--- src/rtl/core/kwsc_pkg.sv ---
// ----------------------------------------------------------------------------
// kwsc_pkg : shared types and constants for the keyword substitution cipher
// Table geometry, letter range, action codes and sequencer/RAM interfaces.
// ----------------------------------------------------------------------------
package kwsc_pkg;

    localparam int ALPHABET_SIZE = 26;
    localparam int ADDR_W        = $clog2(ALPHABET_SIZE);
    localparam int FILL_W        = $clog2(ALPHABET_SIZE + 1);

    localparam logic [7:0] LETTER_FIRST = 8'h41;
    localparam logic [7:0] LETTER_LAST  = 8'h5A;

    typedef enum logic [1:0] {
        ACT_CLEAR   = 2'd0,
        ACT_KEYWORD = 2'd1,
        ACT_FINISH  = 2'd2,
        ACT_ENCRYPT = 2'd3
    } act_t;

    typedef enum logic [3:0] {
        S_IDLE = 4'b0001,
        S_SCAN = 4'b0010,
        S_CMP  = 4'b0100,
        S_LOAD = 4'b1000
    } seq_state_t;

    typedef struct packed {
        logic              we;
        logic [ADDR_W-1:0] waddr;
        logic [7:0]        wdata;
        logic [ADDR_W-1:0] raddr;
    } ram_req_t;

    typedef struct packed {
        logic       load;
        logic [7:0] cipher;
        logic       last;
    } result_t;

endpackage

--- src/rtl/core/kwsc_key_ram.sv ---
// ----------------------------------------------------------------------------
// kwsc_key_ram : key table storage
// One write port, one read port with registered read data.
// ----------------------------------------------------------------------------
module kwsc_key_ram
    import kwsc_pkg::*;
(
    input  logic       clk,
    input  ram_req_t   req,
    output logic [7:0] rdata
);

    logic [7:0] key_mem_reg [ALPHABET_SIZE];
    logic [7:0] rdata_reg;

    always_ff @(posedge clk)
    begin
        if (req.we)
        begin
            key_mem_reg[req.waddr] <= req.wdata;
        end
    end

    always_ff @(posedge clk)
    begin
        rdata_reg <= key_mem_reg[req.raddr];
    end

    assign rdata = rdata_reg;

endmodule

--- src/rtl/core/kwsc_seq.sv ---
// ----------------------------------------------------------------------------
// kwsc_seq : table builder and lookup sequencer
// Walks the held entries through one byte comparator, appends new bytes,
// steps through A..Z on finish and fetches the substitute on encrypt.
// ----------------------------------------------------------------------------
module kwsc_seq
    import kwsc_pkg::*;
(
    input  logic       clk,
    input  logic       rst_n,
    input  logic       in_valid,
    output logic       in_ready,
    input  logic [1:0] action,
    input  logic [7:0] data_byte,
    input  logic       last_byte,
    input  logic [7:0] rdata,
    input  logic       res_free,
    output ram_req_t   ram_req,
    output result_t    res
);

    seq_state_t        state_reg, state_next;
    logic [FILL_W-1:0] fill_reg, fill_next;
    logic [ADDR_W-1:0] k_reg, k_next;
    logic [7:0]        cand_reg, cand_next;
    logic              finish_reg, finish_next;
    logic              pass_reg, pass_next;
    logic              last_reg, last_next;

    logic [7:0]        idx_in;
    logic              is_letter;
    logic              full;
    logic              cand_is_z;
    logic              hit;
    logic              scan_end;
    logic [FILL_W-1:0] fill_inc;

    always_comb
    begin
        idx_in    = data_byte - LETTER_FIRST;
        is_letter = (data_byte >= LETTER_FIRST) && (data_byte <= LETTER_LAST);
        full      = (fill_reg == FILL_W'(ALPHABET_SIZE));
        cand_is_z = (cand_reg == LETTER_LAST);
        hit       = (rdata == cand_reg);
        fill_inc  = fill_reg + FILL_W'(1);
        scan_end  = ({{(FILL_W-ADDR_W){1'b0}}, k_reg} == fill_reg);
    end

    always_comb
    begin
        state_next  = state_reg;
        fill_next   = fill_reg;
        k_next      = k_reg;
        cand_next   = cand_reg;
        finish_next = finish_reg;
        pass_next   = pass_reg;
        last_next   = last_reg;

        ram_req       = '0;
        ram_req.waddr = fill_reg[ADDR_W-1:0];
        ram_req.wdata = cand_reg;
        ram_req.raddr = k_reg;

        res        = '0;
        res.last   = last_reg;
        res.cipher = cand_reg;

        in_ready = (state_reg == S_IDLE);

        case (state_reg)
            S_IDLE:
            begin
                ram_req.raddr = idx_in[ADDR_W-1:0];
                if (in_valid)
                begin
                    case (act_t'(action))
                        ACT_CLEAR:
                        begin
                            fill_next = '0;
                        end
                        ACT_KEYWORD:
                        begin
                            if ((data_byte != 8'h00) && !full)
                            begin
                                cand_next   = data_byte;
                                k_next      = '0;
                                finish_next = 1'b0;
                                state_next  = S_SCAN;
                            end
                        end
                        ACT_FINISH:
                        begin
                            if (!full)
                            begin
                                cand_next   = LETTER_FIRST;
                                k_next      = '0;
                                finish_next = 1'b1;
                                state_next  = S_SCAN;
                            end
                        end
                        ACT_ENCRYPT:
                        begin
                            cand_next  = is_letter ? idx_in : data_byte;
                            pass_next  = !is_letter;
                            last_next  = last_byte;
                            state_next = S_LOAD;
                        end
                        default:
                        begin
                            state_next = S_IDLE;
                        end
                    endcase
                end
            end
            S_SCAN:
            begin
                if (scan_end)
                begin
                    // not held: append at the fill point
                    ram_req.we = 1'b1;
                    fill_next  = fill_inc;
                    if (finish_reg && !cand_is_z && (fill_inc != FILL_W'(ALPHABET_SIZE)))
                    begin
                        cand_next = cand_reg + 8'd1;
                        k_next    = '0;
                    end
                    else
                    begin
                        state_next = S_IDLE;
                    end
                end
                else
                begin
                    state_next = S_CMP;
                end
            end
            S_CMP:
            begin
                if (hit)
                begin
                    if (finish_reg && !cand_is_z)
                    begin
                        cand_next  = cand_reg + 8'd1;
                        k_next     = '0;
                        state_next = S_SCAN;
                    end
                    else
                    begin
                        state_next = S_IDLE;
                    end
                end
                else
                begin
                    k_next     = k_reg + ADDR_W'(1);
                    state_next = S_SCAN;
                end
            end
            S_LOAD:
            begin
                ram_req.raddr = cand_reg[ADDR_W-1:0];
                if (pass_reg)
                begin
                    res.cipher = cand_reg;
                end
                else if ({{(FILL_W-ADDR_W){1'b0}}, cand_reg[ADDR_W-1:0]} < fill_reg)
                begin
                    res.cipher = rdata;
                end
                else
                begin
                    res.cipher = 8'h00;
                end
                res.load = res_free;
                if (res_free)
                begin
                    state_next = S_IDLE;
                end
            end
            default:
            begin
                state_next = S_IDLE;
            end
        endcase
    end

    always_ff @(posedge clk or negedge rst_n)
    begin
        if (!rst_n)
        begin
            state_reg  <= S_IDLE;
            fill_reg   <= '0;
            finish_reg <= 1'b0;
            pass_reg   <= 1'b0;
        end
        else
        begin
            state_reg  <= state_next;
            fill_reg   <= fill_next;
            finish_reg <= finish_next;
            pass_reg   <= pass_next;
        end
    end

    always_ff @(posedge clk)
    begin
        k_reg    <= k_next;
        cand_reg <= cand_next;
        last_reg <= last_next;
    end

endmodule

--- src/rtl/core/keyword_substitution_cipher.sv ---
// ----------------------------------------------------------------------------
// keyword_substitution_cipher : keyword-mixed substitution alphabet encryptor
// Input beats carry action, data_byte and last_byte on a valid/ready channel.
// Clear empties the 26-entry key table. A keyword beat is checked against the
// held entries one at a time, each in a scan and a compare state, through a
// single comparator and appended if new. Finish walks A..Z through the same
// loop. Encrypt reads the table once: the beat is taken into a load state, and
// the result enters the output register as in_ready goes back high, so no new
// beat is taken before the last result is in the output register.
// Only encrypt beats give an output beat (cipher_byte, last_out). The
// output register lets one result wait while the next input beat is taken; a
// further encrypt waits in the sequencer until out_ready frees the register.
// in_ready is low while a beat is being worked.
// Reset empties the table (fill count zero); entries beyond the fill count
// read as zero, so no clearing pass is needed.
// ----------------------------------------------------------------------------
module keyword_substitution_cipher
    import kwsc_pkg::*;
(
    input  logic       clk,
    input  logic       rst_n,
    input  logic       in_valid,
    output logic       in_ready,
    input  logic [1:0] action,
    input  logic [7:0] data_byte,
    input  logic       last_byte,
    output logic       out_valid,
    input  logic       out_ready,
    output logic [7:0] cipher_byte,
    output logic       last_out
);

    ram_req_t   ram_req;
    result_t    res;
    logic [7:0] rdata;
    logic       res_free;

    logic       out_valid_reg, out_valid_next;
    logic [7:0] cipher_reg;
    logic       last_out_reg;

    kwsc_key_ram u_ram
    (
        .clk   (clk),
        .req   (ram_req),
        .rdata (rdata)
    );

    kwsc_seq u_seq
    (
        .clk       (clk),
        .rst_n     (rst_n),
        .in_valid  (in_valid),
        .in_ready  (in_ready),
        .action    (action),
        .data_byte (data_byte),
        .last_byte (last_byte),
        .rdata     (rdata),
        .res_free  (res_free),
        .ram_req   (ram_req),
        .res       (res)
    );

    always_comb
    begin
        res_free       = !out_valid_reg || out_ready;
        out_valid_next = res.load || (out_valid_reg && !out_ready);
    end

    always_ff @(posedge clk or negedge rst_n)
    begin
        if (!rst_n)
        begin
            out_valid_reg <= 1'b0;
        end
        else
        begin
            out_valid_reg <= out_valid_next;
        end
    end

    always_ff @(posedge clk)
    begin
        if (res.load)
        begin
            cipher_reg   <= res.cipher;
            last_out_reg <= res.last;
        end
    end

    assign out_valid   = out_valid_reg;
    assign cipher_byte = cipher_reg;
    assign last_out    = last_out_reg;

endmodule

--- config.mk ---
export PLATFORM = sky130hd
export DESIGN_NAME = keyword_substitution_cipher
export DESIGN_NICKNAME = d
export VERILOG_FILES = /design/src/rtl/core/kwsc_pkg.sv /design/src/rtl/core/kwsc_key_ram.sv /design/src/rtl/core/kwsc_seq.sv /design/src/rtl/core/keyword_substitution_cipher.sv
export SDC_FILE = /design/constraint.sdc
export NUM_CORES = 1
export LEC_CHECK = 0
export BUFFER_PORTS_ARGS = -buffer_cell sky130_fd_sc_hd__buf_4
export CAP_MARGIN = 20
export CORE_ASPECT_RATIO = 1.2
export CORE_MARGIN = 10
export CORE_UTILIZATION = 53
export DETAILED_ROUTE_END_ITERATION = 10
export GPL_ROUTABILITY_DRIVEN = 0
export GPL_TIMING_DRIVEN = 0
export PLACE_DENSITY = 0.66
export SLEW_MARGIN = 10
export SYNTH_ARGS = -nofsm -noshare
export SYNTH_HDL_FRONTEND = slang
export SYNTH_SLANG_ARGS = --single-unit
--- constraint.sdc ---
create_clock -name clk -period 3.6 [get_ports clk]
set_clock_uncertainty 0.2 [all_clocks]
set_input_delay 0.36 -clock clk [delete_from_list [all_inputs] [get_ports clk]]
set_output_delay 0.36 -clock clk [all_outputs]
set_load 0.005 [all_outputs]
==> metrics.yaml <==
hold_path:
  hold_path.class: "input pin to asynchronous set/reset pin"
timing:
  rsz0062_at_grt: "yes"
  hold_viol: 0
  max_freq_ghz: 0.2899
  layout_setup_ws_ns: 0.1504
  maxSlewHeadroom_pct: 25.29
  finalSetupViolations: 0
  tightest_slew_ns: 1.121
  slew_viol_final: 0
  post-route-period-util_pct: 95.82
  fin_crit_ns: 3.450
layout:
  largest_register_ff_count: 208
  nNetsFinal: 892
  final_common_cell: "edfxtp_1"
  final_cell_mix: "edfxtp_1, mux2i_1, nand2_1"
  fin_util_pct: 60.97
  area_growth_pct: 13.27
  antenna-diode-count: 0
  instances_no_fill: 1144
  drive_above_1_share_pct: 12.70
  nFillCells: 1596
synthesis:
  syn_avg_cell_area_um2: 14.17
  ys_ff_latch: 251
  synth_edf_count: 231
  syn_nets: 829
  synth_cell_type_count: 68
  syn_area_um2: 11250
  async_flop_share_pct: 4.781
  syn_inst: 794
  synth-main-ff-cell: "edfxtp_1"
  ys_warn_count: 0
  yosysTopAreaCell: "edfxtp_1"
  synth-seq-area-share_pct: 65.77
  synth_area_leaders: "edfxtp_1, mux2i_1, dfrtp_1"
  synth_top_area_share_pct: 61.66
grt:
  use_met1_pct: 21.83
  grtUsageTotal_pct: 18.62
  antenna_found_initial: 0
  overflow: 0
  grt_max_degree: 34
  use_met3_pct: 2.459
  grt_pass1_vias: 6875
  grt_first_pass_wirelength_mm: 40.48
  met2_usage_pct: 33.83
  grt_busiest_layer: "met2"
detailed_routing:
  wl_per_cell_um: 23.24
  drtAntennaViolNets: 0
  dr.pass1.iters: 5
  via_per_inst: 5.948
  vias: 6804
  drt_iter0_drc: 498
  drcViolationCount: 0
  drt_wl_total_mm: 26.59
clocking:
  tritoncts: "yes"
  ctsRootBufferMaster: "clkbuf_16"
  cts_max_path_buffers: 3
  cts-htree-levels: 1
  clock_sinks: 251
  cts_buffers: 25
  clk_latency_ns: 0.52
  clkTransAtPathRegs_ns: 0.06
power:
  p_int_uw: 6743
  cellPowerDensity_nw_per_um2: 832.0
  p_sw_uw: 3859
  p_clk_share_pct: 23.3
  power_frac_comb_pct: 39.6
  power_frac_seq_pct: 37.1
  power_leakage_uw: 0.004541
  peakVddDrop_mv: 0.4778
  netSwitchingFraction_pct: 36.40
floorplan:
  core_area_um2: 20900
  initial_utilization_pct: 53.83
  rows: 58
  die_x_um: 153.0
  io_pins: 26
  dieArea_um2: 27480
  dieHeight_um: 179.6
place:
  port-buffer-count: 23
  dp_hpwl_mm: 18.46
  preCtsSetupSlack_ns: -0.4082
  numPlacedInstances: 1090
setup_path:
  cpPeakStageDelay_ns: 0.68
  crit_path_top_delay_cell: "nor2_1"
  path_class: "register to register"
  r2r_start: "u_seq.state_reg[3]"
  path_cells: "buf_2 -> nor2_1 -> nand3b_1 -> nor3_2 -> nand2_1 -> nor2_1"
  endpoint_kind: "register"
  reg2reg_setup_slack_ns: 0.15
  worstPathArrival_ns: 3.39
  cp_max_fo: 10
  setup.worst_path.start: "u_seq.state_reg[3]"
  startpoint_type: "register"
  cp_num_buf_inv: 1
  cp_top_family: "simple AND/OR/NAND/NOR gates"
  crit_top_cell: "nor2_1"
  required_ns: 3.55
flow_run:
  maxCapViolations: 0
outcome:
  status: "finished, final reports clean"
## repair_timing
action / CTS / global route
endpoints found under the hold margin: 14 / 0
resized for setup: 4 / 12
hold buffers: 3 / 0
setup buffers: 3 / 2
setup endpoints to repair: 220 / 80
pin swaps: 0 / 0
## through the flow
step                      hold slack, ns  cell area [um2]  total power [uW]  TNS (ns)
after floorplan                  -0.1356            11250              6710         0
after global placement          0.009982            11760              7870    -17.17
after detailed placement         0.01626            11810              8023    -16.39
after CTS                       0.008463            12650             10530         0
after global routing             0.02917            12740             11070    -1.572
final                            0.02673            12740             10600         0
## layer usage
metal | share of wire, % | vias to the layer above
li1 | - | 3153
met1 | 39 | 3363
met2 | 52 | 225
met3 | 5.2 | 63
met4 | 3.8 | 0
met5 | 0 | -
## power by group through the flow
| stage | clock (uW) | combinational, uW | sequential (uW) |
|---|---|---|---|
| floorplan | 0 | 2760 | 3950 |
| global placement | 0 | 3690 | 4180 |
| detailed placement | 0 | 3870 | 4160 |
| CTS | 2500 | 4000 | 4040 |
| global route | 2620 | 4490 | 3960 |
| finish | 2470 | 4200 | 3940 |
## final timing paths
| check | cells after the start | endpoint |
|---|---|---|
| max reg2reg | 6 | u_ram.key_mem_reg[20][1] |
| min | 2 | u_seq.finish_reg |
| max in group asynchronous | 2 | u_seq.state_reg[0] |
| min reg2reg | 0 | last_out |
| max | 6 | u_ram.key_mem_reg[20][1] |
| min in group clk | 3 | u_seq.cand_reg[7] |
## area by class of cell
type	count	area, um2	share of cell area (%)
sequential	251	7398	58.06
multi-input combinational	486	3577	28.07
clock buffer	40	721.9	5.666
timing repair buffer	36	341.6	2.681
tap	270	337.8	2.651
buffer	40	251.5	1.974
inverter	17	63.81	0.5008
clock inverter	4	50.05	0.3928
## cells in the mapped netlist (2+ instances only)
cell type,n
a211oi_1,7
a21o_1,3
a21oi_1,30
a22o_1,8
a22oi_1,20
a31o_1,2
a31oi_1,3
a32oi_1,14
a41oi_1,2
and2_1,2
and3_1,4
buf_1,2
buf_2,6
buf_4,3
buf_6,7
clkbuf_1,20
dfrtp_1,11
dfxtp_1,8
edfxtp_1,231
ha_1,20
inv_1,15
inv_2,2
mux2i_1,113
nand2_1,63
nand2b_1,4
nand3_1,15
nand3b_1,4
nand4_1,3
nor2_1,52
nor2b_1,6
nor3_1,15
nor3b_1,4
o211ai_1,2
o21a_1,2
o21ai_1,13
o21bai_1,4
o221ai_1,2
o22ai_1,4
o311ai_1,7
o31ai_1,2
or2_2,2
or4b_1,3
xnor2_1,23
xor2_1,7
## kinds of logic after synthesis
family,count (synthesis),share of synthesized area (%)
adder cells (fa/ha/maj),20,2.224
flip-flops,251,65.77
multiplexers,115,10.25
AND/OR/NAND/NOR,188,8.097
XOR/XNOR,30,2.336
AO/OA/AOI/OAI,133,8.542
buffers and inverters,57,2.781
(Power assumes the default switching activity.)
